==> config.mk <==
export PLATFORM = sky130hd
export DESIGN_NAME = cartridge_bank_mapper_scanline_irq_flat
export DESIGN_NICKNAME = d
export VERILOG_FILES = /design/src/sv/cbm_pkg.sv /design/src/sv/cbm_if.sv /design/src/sv/cbm_ctrl.sv /design/src/sv/cbm_datapath.sv /design/src/sv/cartridge_bank_mapper_scanline_irq.sv /design/src/flat_wrapper.sv
export SDC_FILE = /design/constraint.sdc
export NUM_CORES = 1
export LEC_CHECK = 0
export BUFFER_PORTS_ARGS = -buffer_cell sky130_fd_sc_hd__buf_2
export CORE_MARGIN = 2
export CORE_UTILIZATION = 54
export CTS_BUF_LIST = sky130_fd_sc_hd__clkbuf_2
export CTS_CLUSTER_SIZE = 16
export DETAILED_ROUTE_END_ITERATION = 12
export GPL_TIMING_DRIVEN = 0
export PLACE_DENSITY_LB_ADDON = 0.12
export SYNTH_ARGS = -nofsm -noshare
export SYNTH_HDL_FRONTEND = slang
export SYNTH_SLANG_ARGS = --single-unit
==> constraint.sdc <==
create_clock -name clk_i -period 3.5 [get_ports clk_i]
set_clock_uncertainty 0.1 [all_clocks]
set_input_delay 0.175 -clock clk_i [delete_from_list [all_inputs] [get_ports clk_i]]
set_output_delay 0.175 -clock clk_i [all_outputs]
set_load 0.005 [all_outputs]
==> src/sv/cbm_pkg.sv <==
// Shared types and constants for the cartridge bank mapper.
// Used by the interfaces, the controller, the datapath and the top level.
package cbm_pkg;

  // Field widths
  localparam int unsigned AddrW    = 16;
  localparam int unsigned DataW    = 8;
  localparam int unsigned LineW    = 9;
  localparam int unsigned PrgPageW = 9;
  localparam int unsigned ChrPageW = 11;
  localparam int unsigned CfgW     = 8;
  localparam int unsigned NumPrg   = 2;
  localparam int unsigned NumChr   = 8;
  localparam int unsigned CfgIdxW  = 1;

  // Dividend of the page modulo: data, or data doubled for a 2K pair
  localparam int unsigned DvdW = 9;
  localparam int unsigned CntW = 4;

  // Configuration register indexes
  localparam logic [CfgIdxW-1:0] CfgPrgSize = 1'b0;
  localparam logic [CfgIdxW-1:0] CfgChrSize = 1'b1;

  localparam logic [CfgW-1:0] PrgSizeRst = 8'd2;
  localparam logic [CfgW-1:0] ChrSizeRst = 8'd1;

  // Register decode
  localparam logic [AddrW-1:0] AddrMask   = 16'hE003;
  localparam logic [AddrW-1:0] AddrPrg0   = 16'h8000;
  localparam logic [AddrW-1:0] AddrPrg1   = 16'h8001;
  localparam logic [AddrW-1:0] AddrChrP0  = 16'h8002;
  localparam logic [AddrW-1:0] AddrChrP1  = 16'h8003;
  localparam logic [AddrW-1:0] AddrChr4   = 16'hA000;
  localparam logic [AddrW-1:0] AddrChr5   = 16'hA001;
  localparam logic [AddrW-1:0] AddrChr6   = 16'hA002;
  localparam logic [AddrW-1:0] AddrChr7   = 16'hA003;
  localparam logic [AddrW-1:0] AddrIrqVal = 16'hC000;
  localparam logic [AddrW-1:0] AddrIrqRld = 16'hC001;
  localparam logic [AddrW-1:0] AddrIrqEn  = 16'hC002;
  localparam logic [AddrW-1:0] AddrIrqDis = 16'hC003;
  localparam logic [AddrW-1:0] AddrMirror = 16'hE000;

  localparam logic [DataW-1:0] IrqInvert  = 8'hFF;
  localparam int unsigned      MirrorBit  = 6;
  localparam logic [LineW-1:0] LastVisLine = 9'd239;

  // Operation codes
  localparam logic OpWrite = 1'b0;
  localparam logic OpTick  = 1'b1;

  typedef enum logic [3:0] {
    WR_NONE,
    WR_PRG,
    WR_CHR_PAIR,
    WR_CHR_ONE,
    WR_IRQ_VALUE,
    WR_IRQ_RELOAD,
    WR_IRQ_ENABLE,
    WR_IRQ_DISABLE,
    WR_MIRROR
  } wr_kind_e;

  function automatic wr_kind_e decode_wr(input logic [AddrW-1:0] addr);
    wr_kind_e k;
    k = WR_NONE;
    case (addr & AddrMask)
      AddrPrg0, AddrPrg1:                     k = WR_PRG;
      AddrChrP0, AddrChrP1:                   k = WR_CHR_PAIR;
      AddrChr4, AddrChr5, AddrChr6, AddrChr7: k = WR_CHR_ONE;
      AddrIrqVal:                             k = WR_IRQ_VALUE;
      AddrIrqRld:                             k = WR_IRQ_RELOAD;
      AddrIrqEn:                              k = WR_IRQ_ENABLE;
      AddrIrqDis:                             k = WR_IRQ_DISABLE;
      AddrMirror:                             k = WR_MIRROR;
      default:                                k = WR_NONE;
    endcase
    return k;
  endfunction

  // Controller to datapath
  typedef struct packed {
    logic latch;     // capture an input transaction, seed the divider
    logic div_step;  // one restoring division step
    logic apply;     // update mapper state
    logic load_out;  // load result register
  } cbm_cmd_t;

  // Datapath to controller
  typedef struct packed {
    logic needs_div;
    logic div_last;
    logic out_free;
  } cbm_stat_t;

endpackage

==> src/sv/cbm_if.sv <==
// Valid/ready channel interfaces for the bank mapper.
// Depends on cbm_pkg for field widths.
interface cbm_in_if import cbm_pkg::*; ();
  logic                 valid;
  logic                 ready;
  logic                 operation;
  logic [AddrW-1:0]     address;
  logic [DataW-1:0]     write_data;
  logic [LineW-1:0]     scanline;
  logic                 rendering_on;

  modport source (output valid, operation, address, write_data, scanline, rendering_on,
                  input ready);
  modport sink   (input valid, operation, address, write_data, scanline, rendering_on,
                  output ready);
endinterface

interface cbm_out_if import cbm_pkg::*; ();
  logic                valid;
  logic                ready;
  logic [PrgPageW-1:0] prg_page_8000;
  logic [PrgPageW-1:0] prg_page_a000;
  logic [ChrPageW-1:0] chr_page_0;
  logic [ChrPageW-1:0] chr_page_1;
  logic [ChrPageW-1:0] chr_page_2;
  logic [ChrPageW-1:0] chr_page_3;
  logic [ChrPageW-1:0] chr_page_4;
  logic [ChrPageW-1:0] chr_page_5;
  logic [ChrPageW-1:0] chr_page_6;
  logic [ChrPageW-1:0] chr_page_7;
  logic                mirror_horizontal;
  logic                irq_line;

  modport source (output valid, prg_page_8000, prg_page_a000, chr_page_0, chr_page_1,
                  chr_page_2, chr_page_3, chr_page_4, chr_page_5, chr_page_6,
                  chr_page_7, mirror_horizontal, irq_line,
                  input ready);
  modport sink   (input valid, prg_page_8000, prg_page_a000, chr_page_0, chr_page_1,
                  chr_page_2, chr_page_3, chr_page_4, chr_page_5, chr_page_6,
                  chr_page_7, mirror_horizontal, irq_line,
                  output ready);
endinterface

==> src/sv/cbm_ctrl.sv <==
// Sequencing controller for the bank mapper: accept, divide, apply, emit.
// Depends on cbm_pkg for the command and status structs.
module cbm_ctrl import cbm_pkg::*; (
  input  logic      clk_i,
  input  logic      rst_ni,
  input  logic      in_valid_i,
  output logic      in_ready_o,
  input  cbm_stat_t stat_i,
  output cbm_cmd_t  cmd_o
);

  typedef enum logic [1:0] {
    ST_IDLE,
    ST_DIVIDE,
    ST_APPLY,
    ST_EMIT
  } state_e;

  state_e state_q, state_d;

  assign in_ready_o = (state_q == ST_IDLE);

  // Next state and commands
  always_comb begin
    state_d = state_q;
    cmd_o   = '0;
    case (state_q)
      ST_IDLE: begin
        if (in_valid_i) begin
          cmd_o.latch = 1'b1;
          state_d     = ST_DIVIDE;
        end
      end
      ST_DIVIDE: begin
        cmd_o.div_step = stat_i.needs_div;
        if (!stat_i.needs_div || stat_i.div_last) begin
          state_d = ST_APPLY;
        end
      end
      ST_APPLY: begin
        cmd_o.apply = 1'b1;
        state_d     = ST_EMIT;
      end
      ST_EMIT: begin
        if (stat_i.out_free) begin
          cmd_o.load_out = 1'b1;
          state_d        = ST_IDLE;
        end
      end
      default: state_d = ST_IDLE;
    endcase
  end

  always_ff @(posedge clk_i or negedge rst_ni) begin
    if (!rst_ni) begin
      state_q <= ST_IDLE;
    end else begin
      state_q <= state_d;
    end
  end

endmodule

==> src/sv/cbm_datapath.sv <==
// Datapath of the bank mapper: input capture, page modulo divider,
// mapper and interrupt state, configuration and result register.
// Depends on cbm_pkg.
module cbm_datapath import cbm_pkg::*; (
  input  logic                clk_i,
  input  logic                rst_ni,
  // configuration
  input  logic                cfg_we_i,
  input  logic [CfgIdxW-1:0]  cfg_idx_i,
  input  logic [CfgW-1:0]     cfg_wdata_i,
  // input payload
  input  logic                operation_i,
  input  logic [AddrW-1:0]    address_i,
  input  logic [DataW-1:0]    write_data_i,
  input  logic [LineW-1:0]    scanline_i,
  input  logic                rendering_on_i,
  // control
  input  cbm_cmd_t            cmd_i,
  output cbm_stat_t           stat_o,
  // result
  input  logic                out_ready_i,
  output logic                out_valid_o,
  output logic [PrgPageW-1:0] prg_page_o [NumPrg],
  output logic [ChrPageW-1:0] chr_page_o [NumChr],
  output logic                mirror_horizontal_o,
  output logic                irq_line_o
);

  // Configuration
  logic [CfgW-1:0] prg_size_q, chr_size_q;

  always_ff @(posedge clk_i or negedge rst_ni) begin
    if (!rst_ni) begin
      prg_size_q <= PrgSizeRst;
      chr_size_q <= ChrSizeRst;
    end else if (cfg_we_i) begin
      case (cfg_idx_i)
        CfgPrgSize: prg_size_q <= cfg_wdata_i;
        CfgChrSize: chr_size_q <= cfg_wdata_i;
        default: ;
      endcase
    end
  end

  // Captured transaction
  logic             op_q;
  logic [AddrW-1:0] addr_q;
  logic [DataW-1:0] data_q;
  logic [LineW-1:0] line_q;
  logic             rend_q;

  always_ff @(posedge clk_i) begin
    if (cmd_i.latch) begin
      op_q   <= operation_i;
      addr_q <= address_i;
      data_q <= write_data_i;
      line_q <= scanline_i;
      rend_q <= rendering_on_i;
    end
  end

  wr_kind_e kind, kind_in;
  logic     is_wr;
  assign kind    = decode_wr(addr_q);
  assign kind_in = decode_wr(address_i);
  assign is_wr   = (op_q == OpWrite);

  // Page moduli: 2*prg for program pages, 8*chr for character pages
  logic [ChrPageW-1:0] prg_mod, chr_mod, divisor;
  assign prg_mod = {2'b00, prg_size_q, 1'b0};
  assign chr_mod = {chr_size_q, 3'b000};
  assign divisor = (kind == WR_PRG) ? prg_mod : chr_mod;

  assign stat_o.needs_div = is_wr &&
      (((kind == WR_PRG) && (prg_size_q != '0)) ||
       (((kind == WR_CHR_PAIR) || (kind == WR_CHR_ONE)) && (chr_size_q != '0)));

  // Restoring divider, one dividend bit per cycle, remainder only
  logic [DvdW-1:0]     dvd_q;
  logic [CntW-1:0]     cnt_q;
  logic [ChrPageW-1:0] rem_q;
  logic [ChrPageW:0]   trial;

  assign trial           = {rem_q, dvd_q[DvdW-1]};
  assign stat_o.div_last = (cnt_q == CntW'(DvdW - 1));

  always_ff @(posedge clk_i) begin
    if (cmd_i.latch) begin
      // a 2K pair divides twice the data; its odd page follows from that
      dvd_q <= (kind_in == WR_CHR_PAIR) ? {write_data_i, 1'b0} : {1'b0, write_data_i};
      cnt_q <= '0;
      rem_q <= '0;
    end else if (cmd_i.div_step) begin
      dvd_q <= {dvd_q[DvdW-2:0], 1'b0};
      cnt_q <= cnt_q + 1'b1;
      if (trial >= {1'b0, divisor}) begin
        rem_q <= ChrPageW'(trial - {1'b0, divisor});
      end else begin
        rem_q <= trial[ChrPageW-1:0];
      end
    end
  end

  // Odd page of a pair wraps to zero at the modulus
  logic [ChrPageW-1:0] rem_inc;
  assign rem_inc = (rem_q + 1'b1 == chr_mod) ? '0 : rem_q + 1'b1;

  // Scanline counter next value
  logic             tick_en;
  logic [DataW-1:0] cnt_next;
  logic [DataW-1:0] irq_cnt_q, irq_val_q;
  logic             armed_q, enabled_q, pending_q, mirror_q;

  assign tick_en = (op_q == OpTick) && (line_q <= LastVisLine) && rend_q;

  always_comb begin
    if (armed_q) begin
      cnt_next = irq_val_q;
    end else if (irq_cnt_q != '0) begin
      cnt_next = irq_cnt_q - 1'b1;
    end else begin
      cnt_next = irq_cnt_q;
    end
  end

  // Mapper and interrupt state
  logic [PrgPageW-1:0] prg_q [NumPrg];
  logic [ChrPageW-1:0] chr_q [NumChr];

  always_ff @(posedge clk_i or negedge rst_ni) begin
    if (!rst_ni) begin
      for (int i = 0; i < NumPrg; i++) prg_q[i] <= PrgPageW'(i);
      for (int i = 0; i < NumChr; i++) chr_q[i] <= ChrPageW'(i);
      irq_val_q <= '0;
      irq_cnt_q <= '0;
      armed_q   <= 1'b0;
      enabled_q <= 1'b0;
      pending_q <= 1'b0;
      mirror_q  <= 1'b0;
    end else if (cmd_i.apply) begin
      if (is_wr) begin
        case (kind)
          WR_PRG: begin
            if (stat_o.needs_div) prg_q[addr_q[0]] <= rem_q[PrgPageW-1:0];
          end
          WR_CHR_PAIR: begin
            if (stat_o.needs_div) begin
              chr_q[{1'b0, addr_q[0], 1'b0}] <= rem_q;
              chr_q[{1'b0, addr_q[0], 1'b1}] <= rem_inc;
            end
          end
          WR_CHR_ONE: begin
            if (stat_o.needs_div) chr_q[{1'b1, addr_q[1:0]}] <= rem_q;
          end
          WR_IRQ_VALUE: begin
            irq_val_q <= data_q ^ IrqInvert;
            pending_q <= 1'b0;
          end
          WR_IRQ_RELOAD: begin
            armed_q   <= 1'b1;
            pending_q <= 1'b0;
          end
          WR_IRQ_ENABLE: enabled_q <= 1'b1;
          WR_IRQ_DISABLE: begin
            enabled_q <= 1'b0;
            pending_q <= 1'b0;
          end
          WR_MIRROR: mirror_q <= data_q[MirrorBit];
          default: ;
        endcase
      end else if (tick_en) begin
        irq_cnt_q <= cnt_next;
        armed_q   <= 1'b0;
        if (cnt_next == '0) begin
          armed_q <= 1'b1;
          if (enabled_q) pending_q <= 1'b1;
        end
      end
    end
  end

  // Result register
  logic out_valid_q;

  assign stat_o.out_free = !out_valid_q || out_ready_i;
  assign out_valid_o     = out_valid_q;

  always_ff @(posedge clk_i or negedge rst_ni) begin
    if (!rst_ni) begin
      out_valid_q <= 1'b0;
    end else if (cmd_i.load_out) begin
      out_valid_q <= 1'b1;
    end else if (out_ready_i) begin
      out_valid_q <= 1'b0;
    end
  end

  always_ff @(posedge clk_i) begin
    if (cmd_i.load_out) begin
      prg_page_o          <= prg_q;
      chr_page_o          <= chr_q;
      mirror_horizontal_o <= mirror_q;
      irq_line_o          <= pending_q;
    end
  end

endmodule

==> src/sv/cartridge_bank_mapper_scanline_irq.sv <==
// Top level of the cartridge bank mapper with scanline interrupt counter.
// Depends on cbm_pkg, cbm_if, cbm_ctrl and cbm_datapath.
//
// Usage:
//   in_i carries one transaction per CPU register write (operation 0) or
//   scanline tick (operation 1); out_o returns exactly one result
//   per transaction with all page selects, the mirroring and the IRQ line.
//   Configuration (program and character ROM size) is written through
//   cfg_we_i / cfg_idx_i / cfg_wdata_i while no transaction is in flight.
// Sequencing:
//   A page write with a nonzero ROM size runs nine divider steps of the
//   bit-serial page modulo, then apply and result load; any other transaction
//   skips the divider steps. One transaction is in work at a time, and the
//   controller returns to idle before it accepts the next.
// Reset:
//   rst_ni clears the pages to their power-on mapping (program 0 and 1,
//   character 0..7), the IRQ state and mirroring, and sets the sizes to
//   32K program and 8K character ROM. No result is pending after reset.
// Back-pressure:
//   The result sits in an output register until taken; a new transaction is
//   accepted meanwhile, and its result waits for that register to free up.
module cartridge_bank_mapper_scanline_irq import cbm_pkg::*; (
  input  logic               clk_i,
  input  logic               rst_ni,
  input  logic               cfg_we_i,
  input  logic [CfgIdxW-1:0] cfg_idx_i,
  input  logic [CfgW-1:0]    cfg_wdata_i,
  cbm_in_if.sink             in_i,
  cbm_out_if.source          out_o
);

  cbm_cmd_t  cmd;
  cbm_stat_t stat;

  logic [PrgPageW-1:0] prg_page [NumPrg];
  logic [ChrPageW-1:0] chr_page [NumChr];

  cbm_ctrl u_ctrl (
    .clk_i      (clk_i),
    .rst_ni     (rst_ni),
    .in_valid_i (in_i.valid),
    .in_ready_o (in_i.ready),
    .stat_i     (stat),
    .cmd_o      (cmd)
  );

  cbm_datapath u_datapath (
    .clk_i               (clk_i),
    .rst_ni              (rst_ni),
    .cfg_we_i            (cfg_we_i),
    .cfg_idx_i           (cfg_idx_i),
    .cfg_wdata_i         (cfg_wdata_i),
    .operation_i         (in_i.operation),
    .address_i           (in_i.address),
    .write_data_i        (in_i.write_data),
    .scanline_i          (in_i.scanline),
    .rendering_on_i      (in_i.rendering_on),
    .cmd_i               (cmd),
    .stat_o              (stat),
    .out_ready_i         (out_o.ready),
    .out_valid_o         (out_o.valid),
    .prg_page_o          (prg_page),
    .chr_page_o          (chr_page),
    .mirror_horizontal_o (out_o.mirror_horizontal),
    .irq_line_o          (out_o.irq_line)
  );

  assign out_o.prg_page_8000 = prg_page[0];
  assign out_o.prg_page_a000 = prg_page[1];
  assign out_o.chr_page_0    = chr_page[0];
  assign out_o.chr_page_1    = chr_page[1];
  assign out_o.chr_page_2    = chr_page[2];
  assign out_o.chr_page_3    = chr_page[3];
  assign out_o.chr_page_4    = chr_page[4];
  assign out_o.chr_page_5    = chr_page[5];
  assign out_o.chr_page_6    = chr_page[6];
  assign out_o.chr_page_7    = chr_page[7];

endmodule

==> src/flat_wrapper.sv <==
// flat-port wrapper written by rule: the top's interface ports become plain ports
module cartridge_bank_mapper_scanline_irq_flat import cbm_pkg::*;
  (clk_i, rst_ni, cfg_we_i, cfg_idx_i, cfg_wdata_i, in_i_valid, in_i_operation, in_i_address, in_i_write_data, in_i_scanline, in_i_rendering_on, in_i_ready, out_o_valid, out_o_prg_page_8000, out_o_prg_page_a000, out_o_chr_page_0, out_o_chr_page_1, out_o_chr_page_2, out_o_chr_page_3, out_o_chr_page_4, out_o_chr_page_5, out_o_chr_page_6, out_o_chr_page_7, out_o_mirror_horizontal, out_o_irq_line, out_o_ready);
  cbm_in_if in_i_i ();
  cbm_out_if out_o_i ();
  input  logic clk_i;
  input  logic rst_ni;
  input  logic cfg_we_i;
  input  logic [CfgIdxW-1:0] cfg_idx_i;
  input  logic [CfgW-1:0] cfg_wdata_i;
  input wire logic [$bits(in_i_i.valid)-1:0] in_i_valid;
  input wire logic [$bits(in_i_i.operation)-1:0] in_i_operation;
  input wire logic [$bits(in_i_i.address)-1:0] in_i_address;
  input wire logic [$bits(in_i_i.write_data)-1:0] in_i_write_data;
  input wire logic [$bits(in_i_i.scanline)-1:0] in_i_scanline;
  input wire logic [$bits(in_i_i.rendering_on)-1:0] in_i_rendering_on;
  output wire logic [$bits(in_i_i.ready)-1:0] in_i_ready;
  output wire logic [$bits(out_o_i.valid)-1:0] out_o_valid;
  output wire logic [$bits(out_o_i.prg_page_8000)-1:0] out_o_prg_page_8000;
  output wire logic [$bits(out_o_i.prg_page_a000)-1:0] out_o_prg_page_a000;
  output wire logic [$bits(out_o_i.chr_page_0)-1:0] out_o_chr_page_0;
  output wire logic [$bits(out_o_i.chr_page_1)-1:0] out_o_chr_page_1;
  output wire logic [$bits(out_o_i.chr_page_2)-1:0] out_o_chr_page_2;
  output wire logic [$bits(out_o_i.chr_page_3)-1:0] out_o_chr_page_3;
  output wire logic [$bits(out_o_i.chr_page_4)-1:0] out_o_chr_page_4;
  output wire logic [$bits(out_o_i.chr_page_5)-1:0] out_o_chr_page_5;
  output wire logic [$bits(out_o_i.chr_page_6)-1:0] out_o_chr_page_6;
  output wire logic [$bits(out_o_i.chr_page_7)-1:0] out_o_chr_page_7;
  output wire logic [$bits(out_o_i.mirror_horizontal)-1:0] out_o_mirror_horizontal;
  output wire logic [$bits(out_o_i.irq_line)-1:0] out_o_irq_line;
  input wire logic [$bits(out_o_i.ready)-1:0] out_o_ready;
  assign in_i_i.valid = in_i_valid;
  assign in_i_i.operation = in_i_operation;
  assign in_i_i.address = in_i_address;
  assign in_i_i.write_data = in_i_write_data;
  assign in_i_i.scanline = in_i_scanline;
  assign in_i_i.rendering_on = in_i_rendering_on;
  assign in_i_ready = in_i_i.ready;
  assign out_o_valid = out_o_i.valid;
  assign out_o_prg_page_8000 = out_o_i.prg_page_8000;
  assign out_o_prg_page_a000 = out_o_i.prg_page_a000;
  assign out_o_chr_page_0 = out_o_i.chr_page_0;
  assign out_o_chr_page_1 = out_o_i.chr_page_1;
  assign out_o_chr_page_2 = out_o_i.chr_page_2;
  assign out_o_chr_page_3 = out_o_i.chr_page_3;
  assign out_o_chr_page_4 = out_o_i.chr_page_4;
  assign out_o_chr_page_5 = out_o_i.chr_page_5;
  assign out_o_chr_page_6 = out_o_i.chr_page_6;
  assign out_o_chr_page_7 = out_o_i.chr_page_7;
  assign out_o_mirror_horizontal = out_o_i.mirror_horizontal;
  assign out_o_irq_line = out_o_i.irq_line;
  assign out_o_i.ready = out_o_ready;
  cartridge_bank_mapper_scanline_irq u_core (.clk_i(clk_i), .rst_ni(rst_ni), .cfg_we_i(cfg_we_i), .cfg_idx_i(cfg_idx_i), .cfg_wdata_i(cfg_wdata_i), .in_i(in_i_i), .out_o(out_o_i));
endmodule
Word level (Yosys, flattened, before mapping)
Index checks and enable logic that the tools add are counted.
{"block": "classes", "n_reduce_logical": 44, "add_sub_neg": 4, "n_lt_le_gt_ge": 10, "n_eq_ne": 48, "mux": 47, "n_bitwise": 7}
{"cell": "88-bit bitwise mux", "n": 3}
{"cell": "88-bit 2-to-1 mux", "n": 2}
{"cell": "88-bit one-hot mux with 2 select lines", "n": 1}
{"cell": "5-bit == test, second input constant", "n": 26}
{"cell": "11-bit demux with 3-bit select", "n": 3}
{"cell": "11-bit 2-to-1 mux", "n": 6}
{"cell": "4-bit one-hot mux with 8 select lines", "n": 2}
{"cell": "9-bit 2-to-1 mux", "n": 4}
{"cell": "8-bit nonzero test", "n": 3}
{"cell": "18-bit bitwise mux", "n": 1}
{"cell": "3-bit AND reduction", "n": 6}
{"cell": "1-bit 2-to-1 mux", "n": 17}
{"cell": "4-bit by 3-bit == test with 1-bit output, second input constant", "n": 4}
{"cell": "8-bit 2-to-1 mux", "n": 2}
{"cell": "4-bit by 2-bit == test with 1-bit output, second input constant", "n": 3}
{"cell": "12-bit by 11-bit greater-or-equal comparator with 1-bit output", "n": 1}
{"cell": "4-bit greater-or-equal comparator, second input constant", "n": 3}
{"cell": "4-bit by 1-bit less-than comparator with 1-bit output, second input constant", "n": 3}
{"cell": "2-bit by 1-bit inequality test with 1-bit output, second input constant", "n": 6}
{"cell": "2-bit nonzero test", "n": 6}
{"cell": "11-bit by 1-bit adder with 11-bit output, second input constant", "n": 1}
{"cell": "11-bit == test", "n": 1}
{"cell": "11-bit subtractor", "n": 1}
{"cell": "5-bit AND reduction", "n": 2}
{"cell": "other kinds (29)", "n": 53}
{"block": "totals", "output_inout_bits": 110, "inputBits": 49, "word_cells": 200, "reg_bits": 312}

Longest topological paths before layout
{"block": "depth", "ltp_word": 12, "ltp_mapped": 13, "ltp_nobuf": 13}

Cells and area by module
A second synthesis with hierarchy kept.
{"block": "hier_totals", "hier_cells": 889, "hier_area_um2": 12089.1}
{"module": "cbm_datapath", "seq_area_each_um2": 8011.4, "cells_each": 871, "n_inst": 1, "area_per_inst_um2": 11911.4}
{"module": "cbm_ctrl", "seq_area_each_um2": 50.0, "cells_each": 18, "n_inst": 1, "area_per_inst_um2": 177.7}

Least setup slack after synthesis
OpenSTA, ideal clock, no wires.
{"block": "synth_path", "kind": "reg2reg", "startpoint": "reg u_core.u_ctrl.state_q[1]", "endpoint": "reg u_core.u_datapath.chr_page_o[0] in the netlist's numbering (enable)", "path_slack_ns": -0.105, "path_buffers": 0, "synth_period_minus_slack_ns": 3.605, "arrival_time_ns": 3.025, "setup_ns": 0.479, "required_ns": 2.921, "stages_incl_launch_ff": 3, "cell_sequence": "dfrtp_1 > ha_1 > and2_1"}
{"item": "from (decl)", "line_no": "cbm_ctrl.sv:19", "source": "state_e state_q, state_d;"}
{"item": "from (signal assigned)", "line_no": "cbm_ctrl.sv:58", "source": "state_q <= state_d;"}
{"item": "to (signal assigned)", "line_no": "cbm_datapath.sv:201", "source": "chr_page_o <= chr_q;"}
{"item": "to (decl)", "line_no": "cbm_datapath.sv:24", "source": "output logic [ChrPageW-1:0] chr_page_o [NumChr],"}

Final worst setup path
{"block": "layout_path", "startpoint": "reg u_core.u_datapath.addr_q[13]", "endpoint": "reg u_core.u_datapath.rem_q[3]"}
{"block": "layout_between", "elab_chain_cells": 9, "word_cells_on_any_way": 30, "classes_between": "add/sub (1); order compare (1); eq/ne (16); mux (4); reduce/logical (8)"}
{"item": "from (decl)", "line_no": "cbm_datapath.sv:47", "source": "logic [AddrW-1:0] addr_q;"}
{"item": "from (signal assigned)", "line_no": "cbm_datapath.sv:55", "source": "addr_q <= address_i;"}
{"item": "5-bit == test", "line_no": "cbm_pkg.sv:66", "source": "case (addr & AddrMask)"}
{"item": "4-bit OR reduction or 2-bit OR reduction (tied branches)", "line_no": "cbm_pkg.sv:66"}
{"item": "4-bit one-hot mux with 8 select lines (*)", "line_no": "cbm_pkg.sv:66"}
{"item": "branches (longest 6 deep; another with 11-bit subtractor)"}
{"item": "to (signal assigned)", "line_no": "cbm_datapath.sv:97", "source": "rem_q <= ChrPageW'(trial - {1'b0, divisor});"}
{"item": "to (signal assigned)", "line_no": "cbm_datapath.sv:99", "source": "rem_q <= trial[ChrPageW-1:0];"}
{"item": "to (decl)", "line_no": "cbm_datapath.sv:81", "source": "logic [ChrPageW-1:0] rem_q;"}
Every way passes the cells marked *.
A chain may end at the register's enable or synchronous reset.

==> impl_results.md <==
- Std cell rows: 54
- Gp weighted congestion: 0.8185
- Final hold vios: 0
- Yosys cell types: 58
- Finished Layout Cells: 1,458
- Yosys warning total: 0
- Worst skew pair latency: 0.86 ns
- CP Max Fanout: 10
- Initial Util: 0.5455
- CTS H-tree lvls: 3
- Avg Inst Size Synth: 14.27 µm²
- Drt first pass iters: 5
- Cell Area, Placed: 12,960 µm²
- Peak VDD IR: 431.2 µV
- Antenna Nets Post-Route: 0
- Seq/Total Area, Yosys: 0.6814
- Largest net degree at the start of global routing: 69
- Routed met3 length: 1463 µm
- Ys flop type: edfxtp_1
- Via count: 7,679
- CP Launch Point: u_core.u_datapath.addr_q[13]
- Max_cap viols: 0
- Minimum clock period: 3.248 ns
- Initial antenna violation count: 1
- CP Capture Type: flip-flop
- Number of port buffers: 143
- First-pass GRT wire length: 40,010 µm
- WS Path Type: reg -> reg
- Syn_nets: 898
- Final period utilization: 0.9280
- Measured slew at the worst slew-check pin: 0.7532 ns
- DR top layer: met4
- Clock power share: 0.245
- Switching power: 3260 µW
- Sequential share of power: 0.499
- Setup Buffers After CTS: 0
- Core Area: 21,690 µm²
- Worst setup SP type: flip-flop
- Setup Viol. Count Final: 0
- Cells after DPL: 1,254
- Type of the worst min-delay path: in -> reg
- DP HPWL: 15,930 µm
- Die Area: 23,110 µm²
- Yosys reg bits: 297
- Post-Syn Instances: 829
- Die Height: 152.0 µm
- Inserted Clock Buffers: 76
- Dpl ws: -0.2166 ns
- LEAKAGE: 0.006375 µW
- Vias in the first global route: 7,688
- Die width: 152.0 µm
- Internal: 6704 µW
- Slack of the critical path: 0.2519 ns
- Clock transition at path regs: 0.09 ns
- Final Cell Area: 14,350 µm²
- Layout cells sized above 1: 0.3495
- Gate power share: 0.256
- CTS tree: yes
- DR WL met2: 12,290 µm
- Setup TNS: 0 ns
- RSZ-0062 raised after global routing: false
- Max Freq: 0.3079 GHz
- Sw frac: 0.3272
- Total gr overflow: 0
- Fillers: 1,682
- Power Density: 694.2 nW/µm²
- Initial DRC count: 359
- Req. time, crit path: 4.03 ns
- Drt via density: 5.267
- DRT met1 WL: 10,770 µm
- Clk sink count: 297
- Max clock buf depth: 3
- Data arrival, critical path: 3.78 ns
- Area grow syn2layout: 21.32%
- Status: completed
- Slew HR: 0.4940
- WL per Instance: 17.13 µm
- Clk root buf: clkbuf_2
- Post-synth ARST share: 0.4882
- R2R Path Start: u_core.u_datapath.addr_q[13]
- Cell Area, Synth: 11,830 µm²
- Fin. max-slew vios: 0
- WL final: 24,970 µm
- Fin nets: 1,182
- WHS: 0.07163 ns
- EDFF count, synth: 137
- DRC: 0
- Worst hold path startpoint: cfg_wdata_i[5]
- Global-route usage over all layers: 0.2189
- # IOs: 159
kinds of logic after synthesis:
kind of cell,Yosys count,share of synthesized area
flip-flops,297,0.6814
AND/OR/NAND/NOR,170,0.07308
AO/OA/AOI/OAI,132,0.06790
multiplexers,125,0.1159
buffers and inverters,59,0.02073
XOR/XNOR,26,0.01925
adder cells (fa/ha/maj),20,0.02179
Yosys cell counts (18+ instances only):
master	instances	area (µm²)
o21ai_0	48	240.2
a21oi_1	30	150.1
o31ai_1	20	150.1
mux2_2	96	1081
nor2_1	31	116.4
mux2i_1	29	290.3
clkbuf_1	27	101.4
dfrtp_1	130	3253
inv_1	18	67.56
nand2_1	68	255.2
ha_1	19	237.7
edfxtp_1	137	4114
layer usage:
layer | GRT usage | vias up
li1 | - | 3670
met1 | 0.2884 | 3729
met2 | 0.3578 | 236
met3 | 0.05106 | 44
met4 | 0.08278 | 0
met5 | 0 | -
final timing paths:
path | end | slack, ns | cells past startpoint
min reg2reg | u_core.u_datapath.irq_val_q[1] | 0.26 | 1
min in group asynchronous | u_core.u_datapath.chr_q[24] | 0.41 | 3
max reg2reg | u_core.u_datapath.rem_q[3] | 0.25 | 12
max | u_core.u_datapath.rem_q[3] | 0.25 | 12
min | u_core.u_datapath.prg_size_q[5] | 0.07 | 3
max in group asynchronous | u_core.u_datapath.prg_q[11] | 2.46 | 4
power by group through the flow:
stage | logic, µW | clock network, µW | registers, µW
3_3_place_gp | 2400 | 0 | 5070
6_report | 2550 | 2440 | 4970
3_5_place_dp | 2500 | 0 | 5050
5_1_grt | 2830 | 2700 | 5060
4_1_cts | 2570 | 2510 | 4980
2_1_floorplan | 1530 | 0 | 5010
critical path, cell delays in order, from the launching register on:
cell	delay (ns)
edfxtp_1	0.36
buf_2	0.18
or4b_1	0.47
buf_4	0.21
mux2i_1	0.14
ha_1	0.37
o21a_1	0.20
o31ai_1	0.10
a21oi_1	0.15
o21a_1	0.22
or2_4	0.31
o211ai_1	0.19
a21oi_1	0.10
cell usage in the layout (no fill, tap or decap), drive strengths merged, types with 3 or more instances in the layout:
cell type	instances
dlygate4sd3	61
o22ai	3
a21oi	31
ha	19
mux2	96
mux2i	29
buf	159
and4	4
nor4	6
dfxtp	15
nand2	70
o31ai	20
xnor2	16
nor3b	4
nand2b	6
nor2	32
xor2	10
or3	4
edfxtp	137
a211oi	5
or2	3
nor2b	5
nor3	7
dfrtp	130
o21ai	48
a31oi	3
inv	20
clkinv	16
clkbuf	146
o21a	7
nand3	10
and3	6
dfstp	15
metrics by stage:
stage / utilization / power [µW]
final: 0.6618 / 9964
after global routing: 0.6618 / 10600
after CTS: 0.6614 / 10070
after detailed placement: 0.5976 / 7550
after global placement: 0.5947 / 7464
after floorplan: - / 6532
cell type report:
cell class	instances	area, µm²	area share
flip-flops and latches	297	8061	0.5616
multi-input cells	473	3535	0.2463
repair buffers	207	1415	0.09859
clock buffers	119	595.6	0.04149
well taps	280	350.3	0.02441
plain buffers	40	175.2	0.01220
clock inverters	22	148.9	0.01037
inverters	18	67.56	0.004707
diodes	2	5.005	0.0003487
flip-flops by register name, indices dropped and copies added (netlist names), 2 cells and up:
signal	cells
u_core.u_datapath.prg_page_o	18
u_core.u_datapath.chr_q	88
u_core.u_datapath.cnt_q	4
u_core.u_datapath.dvd_q	9
u_core.u_datapath.irq_val_q	8
u_core.u_datapath.chr_size_q	8
u_core.u_datapath.addr_q	5
u_core.u_datapath.irq_cnt_q	8
u_core.u_datapath.rem_q	11
u_core.u_datapath.data_q	8
u_core.u_datapath.chr_page_o	88
u_core.u_datapath.prg_size_q	8
u_core.u_datapath.prg_q	18
u_core.u_datapath.line_q	5
u_core.u_ctrl.state_q	2
repair_timing:
| item | 4_1_cts | 5_1_grt |
|---|---|---|
| endpoints found under the hold margin | 194 | 0 |
| resized for setup | 1 | 1 |
| setup endpoints to repair | 9 | 1 |
| hold buffers | 62 | 0 |
Note: power is estimated with default switching activity, not from simulation.
